**config.mk**
```make
export PLATFORM = sky130hd
export DESIGN_NAME = imu_frame_decoder_bias
export DESIGN_NICKNAME = d
export VERILOG_FILES = /design/src/rtl/core/imu_fdb_pkg.sv /design/src/rtl/core/imu_fdb_ram.sv /design/src/rtl/core/imu_fdb_framer.sv /design/src/rtl/core/imu_fdb_scale.sv /design/src/rtl/core/imu_frame_decoder_bias.sv
export SDC_FILE = /design/constraint.sdc
export NUM_CORES = 2
export LEC_CHECK = 0
export BUFFER_PORTS_ARGS = -buffer_cell sky130_fd_sc_hd__buf_2
export CORE_ASPECT_RATIO = 0.7
export CORE_MARGIN = 8
export CORE_UTILIZATION = 55
export CTS_CLUSTER_DIAMETER = 120
export CTS_CLUSTER_SIZE = 8
export DETAILED_ROUTE_END_ITERATION = 12
export GPL_TIMING_DRIVEN = 0
export PLACE_DENSITY = 0.81
export SLEW_MARGIN = 20
export SYNTH_ARGS = -nofsm -noshare
export SYNTH_HDL_FRONTEND = slang
export SYNTH_HIERARCHICAL = 1
export SYNTH_SLANG_ARGS = --single-unit
export TNS_END_PERCENT = 30
```
**constraint.sdc**
```tcl
create_clock -name clk_i -period 32.8 [get_ports clk_i]
set_input_delay 1.64 -clock clk_i [delete_from_list [all_inputs] [get_ports clk_i]]
set_output_delay 1.64 -clock clk_i [all_outputs]
set_load 0.1 [all_outputs]
```
**src/rtl/core/imu_fdb_pkg.sv**
```systemverilog
package imu_fdb_pkg;

  localparam int unsigned MaxImusDefault = 16;

  localparam int unsigned CfgIdxW  = 3;
  localparam int unsigned CfgDataW = 24;
  localparam int unsigned CountW   = 5;
  localparam int unsigned BpiW     = 7;
  localparam int unsigned GainW    = 24;
  localparam int unsigned ByteW    = 8;
  localparam int unsigned RawW     = 16;
  localparam int unsigned AccW     = 19;
  localparam int unsigned RateW    = 29;
  localparam int unsigned IdxW     = 4;
  localparam int unsigned ProdW    = RawW + GainW + 1;
  localparam int unsigned ScaleSh  = 8;
  localparam int unsigned PosW     = 6;
  localparam int unsigned SmpW     = 3;
  localparam int unsigned AxesPerSensor = 3;

  localparam logic [CfgIdxW-1:0] CfgImuCount   = 3'd0;
  localparam logic [CfgIdxW-1:0] CfgBytesPerImu = 3'd1;
  localparam logic [CfgIdxW-1:0] CfgAccelGain  = 3'd2;
  localparam logic [CfgIdxW-1:0] CfgGyroGain   = 3'd3;
  localparam logic [CfgIdxW-1:0] CfgBiasCapture = 3'd4;

  localparam logic [CountW-1:0] ImuCountRst    = 5'd1;
  localparam logic [BpiW-1:0]   BpiRst         = 7'd13;
  localparam logic [GainW-1:0]  AccelGainRst   = 24'd2048;
  localparam logic [GainW-1:0]  GyroGainRst    = 24'd1024031;

  localparam logic [BpiW-1:0]   BpiMin         = 7'd13;
  localparam logic [BpiW-1:0]   BpiMax         = 7'd64;
  localparam logic [PosW-1:0]   PosFirstData   = 6'd1;
  localparam logic [PosW-1:0]   PosFirstSample = 6'd2;
  localparam logic [PosW-1:0]   PosLastData    = 6'd12;

  localparam logic [SmpW-1:0]   SmpAccelX = 3'd0;
  localparam logic [SmpW-1:0]   SmpAccelY = 3'd1;
  localparam logic [SmpW-1:0]   SmpAccelZ = 3'd2;
  localparam logic [SmpW-1:0]   SmpGyroX  = 3'd3;
  localparam logic [SmpW-1:0]   SmpGyroY  = 3'd4;
  localparam logic [SmpW-1:0]   SmpGyroZ  = 3'd5;

  localparam logic signed [RateW-1:0] AccMax  = {{(RateW-AccW+1){1'b0}}, {(AccW-1){1'b1}}};
  localparam logic signed [RateW-1:0] AccMin  = {{(RateW-AccW+1){1'b1}}, {(AccW-1){1'b0}}};
  localparam logic signed [RateW-1:0] RateMax = {1'b0, {(RateW-1){1'b1}}};
  localparam logic signed [RateW-1:0] RateMin = {1'b1, {(RateW-1){1'b0}}};

  typedef struct packed {
    logic [SmpW-1:0] smp;
    logic            emit;
    logic            last;
    logic [IdxW-1:0] idx;
  } smp_tag_t;

endpackage

```
**src/rtl/core/imu_fdb_ram.sv**
```systemverilog
module imu_fdb_ram #(
  parameter int unsigned Width = 29,
  parameter int unsigned Depth = 48
) (
  input  logic                     clk_i,
  input  logic                     we_i,
  input  logic [$clog2(Depth)-1:0] waddr_i,
  input  logic [Width-1:0]         wdata_i,
  input  logic                     re_i,
  input  logic [$clog2(Depth)-1:0] raddr_i,
  output logic [Width-1:0]         rdata_o
);

  logic [Width-1:0] mem_q [Depth];
  logic [Width-1:0] rdata_q;

  always_ff @(posedge clk_i) begin
    if (we_i) begin
      mem_q[waddr_i] <= wdata_i;
    end
    if (re_i) begin
      rdata_q <= mem_q[raddr_i];
    end
  end

  assign rdata_o = rdata_q;

endmodule

```
**src/rtl/core/imu_fdb_framer.sv**
```systemverilog
module imu_fdb_framer #(
  parameter int unsigned MaxImus = imu_fdb_pkg::MaxImusDefault,
  parameter int unsigned AddrW   = $clog2(MaxImus * imu_fdb_pkg::AxesPerSensor)
) (
  input  logic                                 clk_i,
  input  logic                                 rst_ni,
  input  logic                                 adv_i,
  input  logic                                 accept_i,
  input  logic [imu_fdb_pkg::ByteW-1:0]        rx_byte_i,
  input  logic                                 frame_start_i,
  input  logic [imu_fdb_pkg::CountW-1:0]       imu_count_i,
  input  logic [imu_fdb_pkg::BpiW-1:0]         bytes_per_imu_i,
  output logic                                 s1_valid_o,
  output logic signed [imu_fdb_pkg::RawW-1:0]  s1_raw_o,
  output imu_fdb_pkg::smp_tag_t                s1_tag_o,
  output logic [AddrW-1:0]                     s1_addr_o
);

  localparam int unsigned BlkW = $clog2(MaxImus + 1);

  logic [imu_fdb_pkg::PosW-1:0]  pos_q, pos_d, pos;
  logic [BlkW-1:0]               blk_q, blk_d, blk;
  logic [imu_fdb_pkg::ByteW-1:0] hi_q, hi_d;
  logic [BlkW-1:0]               cnt;
  logic [imu_fdb_pkg::BpiW-1:0]  bpi;
  logic [imu_fdb_pkg::BpiW-1:0]  pos_nx;
  logic [imu_fdb_pkg::PosW-1:0]  pos_m;
  logic [imu_fdb_pkg::SmpW-1:0]  smp;
  logic [1:0]                    axis;
  logic                          active;
  logic                          is_hi;
  logic                          is_smp;
  logic                          s1_valid_q;
  logic signed [imu_fdb_pkg::RawW-1:0] raw_q;
  imu_fdb_pkg::smp_tag_t         tag_q, tag_d;
  logic [AddrW-1:0]              addr_q, addr_d;

  always_comb begin
    if (imu_count_i == '0) begin
      cnt = BlkW'(1);
    end else if (32'(imu_count_i) > MaxImus) begin
      cnt = BlkW'(MaxImus);
    end else begin
      cnt = BlkW'(imu_count_i);
    end
    if (bytes_per_imu_i < imu_fdb_pkg::BpiMin) begin
      bpi = imu_fdb_pkg::BpiMin;
    end else if (bytes_per_imu_i > imu_fdb_pkg::BpiMax) begin
      bpi = imu_fdb_pkg::BpiMax;
    end else begin
      bpi = bytes_per_imu_i;
    end
  end

  always_comb begin
    pos    = frame_start_i ? '0 : pos_q;
    blk    = frame_start_i ? '0 : blk_q;
    active = (blk < cnt);
    pos_nx = {1'b0, pos} + 7'd1;
    is_hi  = (pos >= imu_fdb_pkg::PosFirstData) && (pos <= imu_fdb_pkg::PosLastData) && pos[0];
    is_smp = (pos >= imu_fdb_pkg::PosFirstSample) && (pos <= imu_fdb_pkg::PosLastData)
             && !pos[0];
    pos_m  = pos - imu_fdb_pkg::PosFirstSample;
    smp    = pos_m[imu_fdb_pkg::SmpW:1];
    axis   = 2'(smp - imu_fdb_pkg::SmpGyroX);

    tag_d.smp  = smp;
    tag_d.emit = (pos == imu_fdb_pkg::PosLastData);
    tag_d.last = ((32'(blk) + 32'd1) == 32'(cnt));
    tag_d.idx  = imu_fdb_pkg::IdxW'(blk);
    addr_d     = AddrW'(32'(blk) * imu_fdb_pkg::AxesPerSensor + 32'(axis));

    pos_d = pos_q;
    blk_d = blk_q;
    hi_d  = hi_q;
    if (accept_i) begin
      pos_d = pos;
      blk_d = blk;
      if (active) begin
        if (is_hi) begin
          hi_d = rx_byte_i;
        end
        if (pos_nx >= bpi) begin
          pos_d = '0;
          blk_d = blk + BlkW'(1);
        end else begin
          pos_d = pos_nx[imu_fdb_pkg::PosW-1:0];
        end
      end
    end
  end

  always_ff @(posedge clk_i or negedge rst_ni) begin
    if (!rst_ni) begin
      pos_q      <= '0;
      blk_q      <= '0;
      hi_q       <= '0;
      s1_valid_q <= 1'b0;
    end else begin
      pos_q <= pos_d;
      blk_q <= blk_d;
      hi_q  <= hi_d;
      if (adv_i) begin
        s1_valid_q <= accept_i && active && is_smp;
      end
    end
  end

  always_ff @(posedge clk_i) begin
    if (accept_i) begin
      raw_q  <= $signed({hi_q, rx_byte_i});
      tag_q  <= tag_d;
      addr_q <= addr_d;
    end
  end

  assign s1_valid_o = s1_valid_q;
  assign s1_raw_o   = raw_q;
  assign s1_tag_o   = tag_q;
  assign s1_addr_o  = addr_q;

endmodule

```
**src/rtl/core/imu_fdb_scale.sv**
```systemverilog
module imu_fdb_scale #(
  parameter int unsigned AddrW = 6
) (
  input  logic                                 clk_i,
  input  logic                                 rst_ni,
  input  logic                                 adv_i,
  input  logic                                 s1_valid_i,
  input  logic signed [imu_fdb_pkg::RawW-1:0]  s1_raw_i,
  input  imu_fdb_pkg::smp_tag_t                s1_tag_i,
  input  logic [AddrW-1:0]                     s1_addr_i,
  input  logic [imu_fdb_pkg::GainW-1:0]        accel_gain_i,
  input  logic [imu_fdb_pkg::GainW-1:0]        gyro_gain_i,
  input  logic signed [imu_fdb_pkg::RateW-1:0] bias_i,
  output logic                                 s3_valid_o,
  output logic signed [imu_fdb_pkg::RateW-1:0] s3_scaled_o,
  output logic signed [imu_fdb_pkg::RateW-1:0] s3_bias_o,
  output imu_fdb_pkg::smp_tag_t                s3_tag_o,
  output logic [AddrW-1:0]                     s3_addr_o
);

  localparam int unsigned ShW = imu_fdb_pkg::ProdW - imu_fdb_pkg::ScaleSh;

  logic [imu_fdb_pkg::GainW-1:0]        gain;
  logic signed [imu_fdb_pkg::ProdW-1:0] prod_d, prod_q;
  logic                                 s2_valid_q, s3_valid_q;
  imu_fdb_pkg::smp_tag_t                s2_tag_q, s3_tag_q;
  logic [AddrW-1:0]                     s2_addr_q, s3_addr_q;
  logic signed [ShW-1:0]                sh;
  logic                                 acc_ovf, rate_ovf;
  logic signed [imu_fdb_pkg::RateW-1:0] scaled_d, scaled_q, bias_q;

  assign gain   = (s1_tag_i.smp < imu_fdb_pkg::SmpGyroX) ? accel_gain_i : gyro_gain_i;
  assign prod_d = s1_raw_i * $signed({1'b0, gain});

  always_comb begin
    sh       = $signed(prod_q[imu_fdb_pkg::ProdW-1:imu_fdb_pkg::ScaleSh]);
    acc_ovf  = sh[ShW-1:imu_fdb_pkg::AccW-1] != {(ShW-imu_fdb_pkg::AccW+1){sh[imu_fdb_pkg::AccW-1]}};
    rate_ovf = sh[ShW-1:imu_fdb_pkg::RateW-1]
               != {(ShW-imu_fdb_pkg::RateW+1){sh[imu_fdb_pkg::RateW-1]}};
    if (s2_tag_q.smp < imu_fdb_pkg::SmpGyroX) begin
      if (acc_ovf) begin
        scaled_d = sh[ShW-1] ? imu_fdb_pkg::AccMin : imu_fdb_pkg::AccMax;
      end else begin
        scaled_d = {{(imu_fdb_pkg::RateW-imu_fdb_pkg::AccW){sh[imu_fdb_pkg::AccW-1]}},
                    sh[imu_fdb_pkg::AccW-1:0]};
      end
    end else begin
      if (rate_ovf) begin
        scaled_d = sh[ShW-1] ? imu_fdb_pkg::RateMin : imu_fdb_pkg::RateMax;
      end else begin
        scaled_d = sh[imu_fdb_pkg::RateW-1:0];
      end
    end
  end

  always_ff @(posedge clk_i or negedge rst_ni) begin
    if (!rst_ni) begin
      s2_valid_q <= 1'b0;
      s3_valid_q <= 1'b0;
    end else if (adv_i) begin
      s2_valid_q <= s1_valid_i;
      s3_valid_q <= s2_valid_q;
    end
  end

  always_ff @(posedge clk_i) begin
    if (adv_i) begin
      prod_q    <= prod_d;
      s2_tag_q  <= s1_tag_i;
      s2_addr_q <= s1_addr_i;
      scaled_q  <= scaled_d;
      bias_q    <= bias_i;
      s3_tag_q  <= s2_tag_q;
      s3_addr_q <= s2_addr_q;
    end
  end

  assign s3_valid_o  = s3_valid_q;
  assign s3_scaled_o = scaled_q;
  assign s3_bias_o   = bias_q;
  assign s3_tag_o    = s3_tag_q;
  assign s3_addr_o   = s3_addr_q;

endmodule

```
**src/rtl/core/imu_frame_decoder_bias.sv**
```systemverilog
// Result path: byte 12 of a block passes the framer, product, scaled and output registers.
// Throughput: one byte per cycle while in_stall_o is low; one 16x24 multiply per sample.
// The input stalls only while a finished result is held and a new one is ready behind it.
// Reset: registers take their defaults, the first byte is byte 0 of block 0,
// and every gyro bias entry reads as zero until captured again.
module imu_frame_decoder_bias #(
  parameter int unsigned MaxImus = imu_fdb_pkg::MaxImusDefault
) (
  input  logic                                  clk_i,
  input  logic                                  rst_ni,
  input  logic                                  in_valid_i,
  output logic                                  in_stall_o,
  input  logic [imu_fdb_pkg::ByteW-1:0]         rx_byte_i,
  input  logic                                  frame_start_i,
  output logic                                  out_valid_o,
  input  logic                                  out_stall_i,
  output logic [imu_fdb_pkg::IdxW-1:0]          imu_index_o,
  output logic signed [imu_fdb_pkg::AccW-1:0]   accel_x_o,
  output logic signed [imu_fdb_pkg::AccW-1:0]   accel_y_o,
  output logic signed [imu_fdb_pkg::AccW-1:0]   accel_z_o,
  output logic signed [imu_fdb_pkg::RateW-1:0]  rate_x_o,
  output logic signed [imu_fdb_pkg::RateW-1:0]  rate_y_o,
  output logic signed [imu_fdb_pkg::RateW-1:0]  rate_z_o,
  output logic                                  last_of_frame_o,
  input  logic                                  cfg_we_i,
  input  logic [imu_fdb_pkg::CfgIdxW-1:0]       cfg_index_i,
  input  logic [imu_fdb_pkg::CfgDataW-1:0]      cfg_data_i
);

  localparam int unsigned Depth = MaxImus * imu_fdb_pkg::AxesPerSensor;
  localparam int unsigned AddrW = $clog2(Depth);

  logic [imu_fdb_pkg::CountW-1:0] imu_count_q;
  logic [imu_fdb_pkg::BpiW-1:0]   bpi_q;
  logic [imu_fdb_pkg::GainW-1:0]  accel_gain_q, gyro_gain_q;
  logic                           capture_q;

  logic                           adv, accept;
  logic                           s1_valid, s3_valid;
  logic signed [imu_fdb_pkg::RawW-1:0]  s1_raw;
  imu_fdb_pkg::smp_tag_t          s1_tag, s3_tag;
  logic [AddrW-1:0]               s1_addr, s3_addr;
  logic signed [imu_fdb_pkg::RateW-1:0] s3_scaled, s3_bias, bias_eff;
  logic [imu_fdb_pkg::RateW-1:0]  bias_rd;
  logic                           bias_re, bias_we, bias_ok_q;
  logic [Depth-1:0]               bias_vld_q;
  logic [AddrW-1:0]               bias_waddr, wb_addr_q;
  logic signed [imu_fdb_pkg::RateW-1:0] bias_wdata;
  logic [1:0]                     wb_cnt_q;

  logic signed [imu_fdb_pkg::RateW:0]   diff;
  logic signed [imu_fdb_pkg::RateW-1:0] rate_sat, rate_f;
  logic signed [imu_fdb_pkg::AccW-1:0]  hold_ax_q, hold_ay_q, hold_az_q;
  logic signed [imu_fdb_pkg::RateW-1:0] hold_rx_q, hold_ry_q;
  logic                                 out_valid_q, emit;

  logic [imu_fdb_pkg::IdxW-1:0]         o_idx_q;
  logic signed [imu_fdb_pkg::AccW-1:0]  o_ax_q, o_ay_q, o_az_q;
  logic signed [imu_fdb_pkg::RateW-1:0] o_rx_q, o_ry_q, o_rz_q;
  logic                                 o_last_q;

  always_ff @(posedge clk_i or negedge rst_ni) begin
    if (!rst_ni) begin
      imu_count_q  <= imu_fdb_pkg::ImuCountRst;
      bpi_q        <= imu_fdb_pkg::BpiRst;
      accel_gain_q <= imu_fdb_pkg::AccelGainRst;
      gyro_gain_q  <= imu_fdb_pkg::GyroGainRst;
      capture_q    <= 1'b0;
    end else if (cfg_we_i) begin
      case (cfg_index_i)
        imu_fdb_pkg::CfgImuCount: begin
          imu_count_q <= cfg_data_i[imu_fdb_pkg::CountW-1:0];
        end
        imu_fdb_pkg::CfgBytesPerImu: begin
          bpi_q <= cfg_data_i[imu_fdb_pkg::BpiW-1:0];
        end
        imu_fdb_pkg::CfgAccelGain: begin
          accel_gain_q <= cfg_data_i[imu_fdb_pkg::GainW-1:0];
        end
        imu_fdb_pkg::CfgGyroGain: begin
          gyro_gain_q <= cfg_data_i[imu_fdb_pkg::GainW-1:0];
        end
        imu_fdb_pkg::CfgBiasCapture: begin
          capture_q <= cfg_data_i[0];
        end
        default: begin
        end
      endcase
    end
  end

  // hold the pipe only when a new result would overwrite one still waiting
  assign emit       = s3_valid && s3_tag.emit;
  assign adv        = !(emit && out_valid_q && out_stall_i);
  assign accept     = in_valid_i && adv;
  assign in_stall_o = !adv;

  imu_fdb_framer #(
    .MaxImus(MaxImus),
    .AddrW  (AddrW)
  ) u_framer (
    .clk_i          (clk_i),
    .rst_ni         (rst_ni),
    .adv_i          (adv),
    .accept_i       (accept),
    .rx_byte_i      (rx_byte_i),
    .frame_start_i  (frame_start_i),
    .imu_count_i    (imu_count_q),
    .bytes_per_imu_i(bpi_q),
    .s1_valid_o     (s1_valid),
    .s1_raw_o       (s1_raw),
    .s1_tag_o       (s1_tag),
    .s1_addr_o      (s1_addr)
  );

  assign bias_re  = adv && s1_valid && (s1_tag.smp >= imu_fdb_pkg::SmpGyroX);
  assign bias_eff = bias_ok_q ? $signed(bias_rd) : '0;

  // commit captured bias only for a complete block: z first, then y and x
  always_comb begin
    bias_we    = 1'b0;
    bias_waddr = s3_addr;
    bias_wdata = s3_scaled;
    if (wb_cnt_q != 2'd0) begin
      bias_we    = 1'b1;
      bias_waddr = wb_addr_q;
      bias_wdata = (wb_cnt_q == 2'd2) ? hold_ry_q : hold_rx_q;
    end else if (adv && emit && capture_q) begin
      bias_we = 1'b1;
    end
  end

  always_ff @(posedge clk_i or negedge rst_ni) begin
    if (!rst_ni) begin
      wb_cnt_q  <= 2'd0;
      wb_addr_q <= '0;
    end else if (wb_cnt_q != 2'd0) begin
      wb_cnt_q  <= wb_cnt_q - 2'd1;
      wb_addr_q <= wb_addr_q - AddrW'(1);
    end else if (adv && emit && capture_q) begin
      wb_cnt_q  <= 2'd2;
      wb_addr_q <= s3_addr - AddrW'(1);
    end
  end

  imu_fdb_ram #(
    .Width(imu_fdb_pkg::RateW),
    .Depth(Depth)
  ) u_bias_ram (
    .clk_i  (clk_i),
    .we_i   (bias_we),
    .waddr_i(bias_waddr),
    .wdata_i(bias_wdata),
    .re_i   (bias_re),
    .raddr_i(s1_addr),
    .rdata_o(bias_rd)
  );

  always_ff @(posedge clk_i or negedge rst_ni) begin
    if (!rst_ni) begin
      bias_vld_q <= '0;
      bias_ok_q  <= 1'b0;
    end else begin
      if (bias_we) begin
        bias_vld_q[bias_waddr] <= 1'b1;
      end
      if (bias_re) begin
        bias_ok_q <= bias_vld_q[s1_addr];
      end
    end
  end

  imu_fdb_scale #(
    .AddrW(AddrW)
  ) u_scale (
    .clk_i       (clk_i),
    .rst_ni      (rst_ni),
    .adv_i       (adv),
    .s1_valid_i  (s1_valid),
    .s1_raw_i    (s1_raw),
    .s1_tag_i    (s1_tag),
    .s1_addr_i   (s1_addr),
    .accel_gain_i(accel_gain_q),
    .gyro_gain_i (gyro_gain_q),
    .bias_i      (bias_eff),
    .s3_valid_o  (s3_valid),
    .s3_scaled_o (s3_scaled),
    .s3_bias_o   (s3_bias),
    .s3_tag_o    (s3_tag),
    .s3_addr_o   (s3_addr)
  );

  always_comb begin
    diff = {s3_scaled[imu_fdb_pkg::RateW-1], s3_scaled}
           - {s3_bias[imu_fdb_pkg::RateW-1], s3_bias};
    if (diff[imu_fdb_pkg::RateW] != diff[imu_fdb_pkg::RateW-1]) begin
      rate_sat = diff[imu_fdb_pkg::RateW] ? imu_fdb_pkg::RateMin : imu_fdb_pkg::RateMax;
    end else begin
      rate_sat = diff[imu_fdb_pkg::RateW-1:0];
    end
    rate_f = capture_q ? s3_scaled : rate_sat;
  end

  always_ff @(posedge clk_i) begin
    if (adv && s3_valid) begin
      case (s3_tag.smp)
        imu_fdb_pkg::SmpAccelX: hold_ax_q <= s3_scaled[imu_fdb_pkg::AccW-1:0];
        imu_fdb_pkg::SmpAccelY: hold_ay_q <= s3_scaled[imu_fdb_pkg::AccW-1:0];
        imu_fdb_pkg::SmpAccelZ: hold_az_q <= s3_scaled[imu_fdb_pkg::AccW-1:0];
        imu_fdb_pkg::SmpGyroX:  hold_rx_q <= rate_f;
        imu_fdb_pkg::SmpGyroY:  hold_ry_q <= rate_f;
        default: begin
        end
      endcase
    end
    if (adv && emit) begin
      o_idx_q  <= s3_tag.idx;
      o_ax_q   <= hold_ax_q;
      o_ay_q   <= hold_ay_q;
      o_az_q   <= hold_az_q;
      o_rx_q   <= hold_rx_q;
      o_ry_q   <= hold_ry_q;
      o_rz_q   <= rate_f;
      o_last_q <= s3_tag.last;
    end
  end

  always_ff @(posedge clk_i or negedge rst_ni) begin
    if (!rst_ni) begin
      out_valid_q <= 1'b0;
    end else if (adv && emit) begin
      out_valid_q <= 1'b1;
    end else if (!out_stall_i) begin
      out_valid_q <= 1'b0;
    end
  end

  assign out_valid_o     = out_valid_q;
  assign imu_index_o     = o_idx_q;
  assign accel_x_o       = o_ax_q;
  assign accel_y_o       = o_ay_q;
  assign accel_z_o       = o_az_q;
  assign rate_x_o        = o_rx_q;
  assign rate_y_o        = o_ry_q;
  assign rate_z_o        = o_rz_q;
  assign last_of_frame_o = o_last_q;

  a_stall_cause: assert property (@(posedge clk_i) disable iff (!rst_ni)
    in_stall_o |-> (emit && out_valid_q && out_stall_i))
    else $error("input stalled without a blocked result");

  a_emit_last_sample: assert property (@(posedge clk_i) disable iff (!rst_ni)
    emit |-> (s3_tag.smp == imu_fdb_pkg::SmpGyroZ))
    else $error("result emitted on a sample other than gyro z");

  a_bias_write_capture: assert property (@(posedge clk_i) disable iff (!rst_ni)
    bias_we |-> (capture_q || (wb_cnt_q != 2'd0)))
    else $error("bias store written outside capture");

  a_bias_marked: assert property (@(posedge clk_i) disable iff (!rst_ni)
    bias_we |=> bias_vld_q[$past(bias_waddr)])
    else $error("captured bias entry not marked valid");

  a_result_loaded: assert property (@(posedge clk_i) disable iff (!rst_ni)
    (adv && emit) |=> out_valid_q)
    else $error("emitted result not presented");

endmodule

```
Yosys cells after proc, flatten, opt, wreduce, memory -nomap -nowiden

Memory sizes are Yosys's and may differ from the RTL's. A register that Yosys moved wholly into a read port is not among the register bits.
Cells that the tools add are included.

Bits in writable memories: 1392
Output and inout bits: 151
Word-level logic and storage cells: 161
Memories kept: 1
Input bits: 41
Bits in registers: 565

Reductions and logical operators: 34
Multiplexer cells: 36
Magnitude comparators: 14
$add $sub $neg: 10
Multipliers: 2
Bitwise gates (word level): 1
Equality and inequality tests: 15

Memory list:

| name             | depth | width | rd ports | clocked after memory_dff | write ports | RTL line          | RTL |
|---|---|---|---|---|---|---|---|
| u_bias_ram.mem_q | 48    | 29    | 1        | 1                        | 1           | imu_fdb_ram.sv:14 | `logic [Width-1:0] mem_q [Depth];` |

Operators by type and width:

| cell                | number |
|---|---|
| $mux 29             | 10 |
| $or 48x48->48       | 1 |
| $mul 16x25->41      | 1 |
| $mux 6              | 6 |
| $eq 32x5->1         | 1 |
| $sub 29x29->30      | 1 |
| $mux 5              | 5 |
| $mux 24             | 1 |
| $reduce_and 2->1    | 10 |
| $logic_and 1x1->1   | 16 |
| $lt 6x7->1 const B  | 2 |
| $mux 7              | 2 |
| $ne 14x14->1        | 1 |
| $eq 3x2->1 const B  | 4 |
| $ge 6x1->1 const B  | 2 |
| $sub 6x1->6 const B | 2 |
| $mux 1              | 8 |
| $add 6x1->7 const B | 1 |
| $ge 7x7->1          | 1 |
| $gt 7x7->1 const B  | 1 |
| $lt 7x4->1 const B  | 1 |
| $add 5x1->6 const B | 1 |
| $add 6x2->6         | 1 |
| $bmux 1 s6          | 1 |
| 25 further kinds    | 32 |

Depth between registers and ports, before layout

Word-level depth: 10
Gate-level depth with buffers: 27
Mapped depth without buffers: 24

By module

Netlist, hierarchy kept.

By module, submodules not included:

| module                 | cells an instance | times used | area each (µm²) | seq. area each (µm²) |
|---|---|---|---|---|
| imu_fdb_ram            | 2648              | 1          | 54827.6         | 42670.9 |
| imu_fdb_scale          | 1694              | 1          | 17081.4         | 3683.5 |
| imu_frame_decoder_bias | 1115              | 1          | 16181.8         | 10925.5 |
| imu_fdb_framer         | 251               | 1          | 2859.0          | 1431.4 |

Worst setup path before layout

No wires, ideal clock.

Path kind: input to register
Start: input out_stall_i
End: memory u_bias_ram.mem_q[18][0] (enable)
Data arrival time: 12.123 ns
Buffers on the path: 1
Path slack: 20.226 ns
Cell stages on the path: 8
Cells stage by stage: a21oi_1 nand2_1 and2_1 clkbuf_1 inv_1 nor4bb_1 nand2_1 nor3_1

Longest elaborated chain between the ends: 8

RTL lines:

| item                           | RTL line                      | RTL |
|---|---|---|
| start, declared                | imu_frame_decoder_bias.sv:16  | `input logic out_stall_i,` |
| $logic_and 1x1->1              | imu_frame_decoder_bias.sv:94  | `assign adv = !(emit && out_valid_q && out_stall_i);` |
| $logic_not 1->1                | imu_frame_decoder_bias.sv:94  |  |
| $logic_and 1x1->1 (2 in a row) | imu_frame_decoder_bias.sv:128 | `end else if (adv && emit && capture_q) begin` |
| $mux 1                         | imu_frame_decoder_bias.sv:128 |  |
| $mux 1                         | imu_frame_decoder_bias.sv:124 | `if (wb_cnt_q != 2'd0) begin` |
| net bias_we                    | imu_frame_decoder_bias.sv:45  | `logic bias_re, bias_we, bias_ok_q;` |
| $mux 1                         | imu_fdb_ram.sv:18             | `if (we_i) begin` |
| $mux 1 (implied by the code)   | imu_fdb_ram.sv:19             | `mem_q[waddr_i] <= wdata_i;` |
| end, declared                  | imu_fdb_ram.sv:14             |  |

The timed path passes the listed nets, and every way through them passes these cells.

Worst setup path after layout

Start: register u_framer.tag_q (netlist bit u_framer/s1_tag_o[7])
End: register u_scale/prod_q[34] (netlist name), data pin

Longest elaborated chain between the ends: 3

RTL lines:

| item                         | RTL line              | RTL |
|---|---|---|
| start, declared              | imu_fdb_framer.sv:35  | `imu_fdb_pkg::smp_tag_t tag_q, tag_d;` |
| start signal, assigned       | imu_fdb_framer.sv:112 | `tag_q <= tag_d;` |
| $lt 3x2->1                   | imu_fdb_scale.sv:32   | `assign gain = (s1_tag_i.smp < imu_fdb_pkg::SmpGyroX) ? accel_gain_i : gyro_gain_i;` |
| $mux 24                      | imu_fdb_scale.sv:32   |  |
| $mul 16x25->41               | imu_fdb_scale.sv:33   | `assign prod_d = s1_raw_i * $signed({1'b0, gain});` |
| net u_scale.prod_d (one bit) | imu_fdb_scale.sv:24   | `logic signed [imu_fdb_pkg::ProdW-1:0] prod_d, prod_q;` |
| end signal, assigned         | imu_fdb_scale.sv:68   | `prod_q <= prod_d;` |
| end, declared                | imu_fdb_scale.sv:24   |  |

The timed path passes the listed nets, and every way through them passes these cells.
A chain may end at the register's enable or synchronous reset.

==> impl_results.md <==
- TNS Setup: 0 ns
- Nets: 6,879
- Slew @ Worst Pin: 1.197 ns
- RSZ-0062 raised after global routing: false
- Synth Register Bits: 1,978
- CTS tree: done
- Fin Clk Skew: between 0.07 and 0.08 ns
- Die ar.: 0.1788 mm²
- Vias: 56,062
- Chip Height: 356.2 µm
- FFs w/ async S/R, synth: 7.128%
- First-pass GRT wire length: 381,100 µm
- Post-Syn Area: 0.09095 mm²
- Worst Path Arrival: between 9 and 10 ns
- DR iter-0 viols: 8,895
- Gr usage total: between 20% and 30%
- Critical path class: reg -> reg
- Setup crit end kind: flop
- Routed Wire Length: 263,500 µm
- Boundary Pins: 192
- Final Hold Viols: 0
- Net Count, Synth: 6,253
- GPL Wtd Cong: approximately 0.97
- Total of max-cap violations: 0
- CTS H-tree depth: 5
- Worst setup SP type: flop
- Fmax: approximately 110 MHz
- RR Endpoint: u_scale/prod_q[34]
- Fin crit share: between 20% and 30%
- Outcome: finished, final reports clean
- Final ANT Viol Nets: 0
- Footprint of the multi-input gates: ~0.03 mm²
- Die span in x: 502.0 µm
- Ys Warns: 6
- Post-detail-place hpwl: ~180,000 µm
- Initial DRT Pass Iterations: 12
- Largest net degree at the start of global routing: 73
- FF-to-FF setup slack: between 20 and 25 ns
- Crit path required time: between 30 and 40 ns
- Drt via density: ~6.5
- Worst skew pair latency: 0.93 ns
- Final setup vio count: 0
- Worst r2r src: u_framer/s1_tag_o[7]
- CP peak stage delay: ~0.62 ns
- Share of cells above drive strength 1: 18.41%
- Antenna violations before repair: 12
- Hold-fix buffers, CTS: 0
- Initial Util: between 50% and 60%
- Fillers: 10,923
- DRC errors left: 0
- Slowest CP cell: clkbuf_1
- Hold Path Sink: accel_y_o[10]
- P&R area growth vs syn: 16.46%
- Clk sinks: 1,978
- Worst hold path depth: 0
- Core box area: 0.1652 mm²
- CTS clock-pin slew for the worst setup and hold paths: 0.05 ns
- Final Max Tran Viols: 0
- Post-cts sizing count: 0
- Distinct cells, synth: 97
- Post-CTS setup buffers: 0
- Worst rel slew slack: 20.18%
- Post-synth EDFFs: 1,837
- Clk root buf: clkbuf_16
- CTS Buf Count: 297
- Site Rows: 125
- Worst Min Path Start: hold_ay_q[10]
- Synth Instances: 5,708
- I/O Buffers: 191
- Register area: 0.05871 mm²
- Most frequent CP cell: fa_1
- Vias in the first global route: 56,975
- Synth Flop Type: edfxtp_1
- Crit-path max FO: 10
- Gr ovfl total: 0
- Final min period: between 9 and 10 ns
- DR WL/cell: 30.61 µm
- Longest Clk Path Bufs: 4
- HP Class: reg -> reg
- Mean Syn Cell Area: 15.93 µm²
- Sequential area share after synthesis: 64.55%
- Worst r2r path cells: 25
worst max path at each step:
stage,start,end,cells after the start
after floorplan,out_stall_i,u_bias_ram/mem_q[18][0],8
after global placement,out_stall_i,u_bias_ram/mem_q[16][2],9
after detailed placement,u_framer/s1_tag_o[7],u_scale/prod_q[34],25
after CTS,u_framer/s1_tag_o[7],u_scale/prod_q[34],25
after global routing,u_framer/s1_tag_o[7],u_scale/prod_q[34],25
final,u_framer/s1_tag_o[7],u_scale/prod_q[34],25
layout by cell type (no fill, tap or decap), types with 20 or more instances in the layout:
cell,synthesis,routed
mux4_2,160,160
ha_1,196,196
nor2_4,0,46
o22ai_1,32,31
dfrtp_1,125,125
a21o_1,79,79
nor2b_1,51,51
mux2_2,95,95
clkbuf_1,187,219
buf_4,35,60
a22oi_1,118,118
o21ai_0,82,53
xor2_1,23,23
o21bai_1,27,27
edfxtp_1,1837,1837
fa_1,308,308
buf_16,0,53
buf_6,28,44
buf_12,0,38
a22o_1,59,59
a21oi_1,126,125
inv_1,443,443
nand2b_1,36,36
nand2_1,340,340
buf_2,20,210
nand4_1,28,28
nor2_1,154,108
clkbuf_16,0,303
a21oi_2,20,20
a221oi_1,59,59
o21ai_4,0,29
nand3_1,62,62
mux2i_1,503,503
o41ai_2,29,29
and2_1,188,187
xnor2_1,47,47
flip-flops by register name (all words and copies together) (netlist names), 24 cells and up:
name	cells
rate_x_o	29
hold_rx_q	29
u_bias_ram/rdata_o	29
accel_gain_q	24
u_scale/prod_q	33
rate_z_o	29
u_scale/s3_bias_o	29
bias_vld_q	48
gyro_gain_q	24
rate_y_o	29
hold_ry_q	29
u_bias_ram/mem_q	1392
u_scale/s3_scaled_o	29
critical path: cells and delay by family (launching register included):
kind / cells / cell delay [ns]
multiplexers: 2 / 0.72
AND/OR/NAND/NOR: 3 / 0.57
buffers and inverters: 7 / 1.51
adder cells (fa/ha/maj): 7 / 3.43
flip-flops: 1 / 0.59
AO/OA/AOI/OAI: 6 / 1.91
layer usage:
layer  up-vias  routed length, µm  global-route usage, %
met1     28212              98500                  40.93
met4         8              10750                  10.42
met3       737              39840                  9.692
li1      22479                  -                      -
met5         -                 58                      0
met2      4626             114400                  42.52
per-stage QoR:
step | cells | hold slack (ns) | setup WS (ns) | cell area (µm²) | utilization [%]
2_1_floorplan | 5708 | 0.4003 | 20.23 | 90950 | -
3_3_place_gp | 8121 | 0.4011 | 13.31 | 94690 | 57.33
3_5_place_dp | 8256 | 0.4052 | 23.98 | 98080 | 59.39
4_1_cts | 8604 | 0.4022 | 23.95 | 105900 | 64.11
5_1_grt | 8606 | 0.4141 | 23.50 | 105900 | 64.13
6_report | 8608 | 0.4095 | 23.76 | 105900 | 64.13
synthesized netlist by cell type, drive strengths merged (28+ instances only):
master  number  area (µm²)
edfxtp    1837       55160
dfrtp      125        3128
a21oi      147       822.0
nand4       28       175.2
nand2      341        1282
ha         196        2452
nand2b      36       225.2
a22o        59       516.8
and2       190        1191
o41ai       30       480.5
nor2b       51       319.1
o21bai      28       214.0
a221oi      60       531.8
mux4       160        3603
a22oi      118       885.9
inv        443        1663
o21ai       86       430.4
clkbuf     190       721.9
buf         88       696.9
mux2i      504        5049
a21o        79       593.1
mux2        95        1070
nor2       155       584.3
o22ai       32       200.2
nand3       63       320.3
xnor2       47       411.6
fa         308        6166
cell families after synthesis:
group	after synthesis	share of synthesized area (%)
XOR/XNOR	70	0.6741
AND/OR/NAND/NOR	944	5.125
AO/OA/AOI/OAI	731	6.090
buffers and inverters	722	3.392
multiplexers	759	10.69
adder cells (fa/ha/maj)	504	9.476
flip-flops	1978	64.55
layout make-up:
type	instances	share of cell area, %
inverter	444	1.573
tap	2222	2.625
antenna	3	0.007087
buffer	278	1.345
clock buffer	340	7.289
multi-input combinational	3008	28.24
sequential	1978	55.43
timing repair buffer	327	3.411
clock inverter	8	0.08032
Power is not shown: default switching activity piles up to over one toggle a cycle in this logic, so the estimate is an artifact.
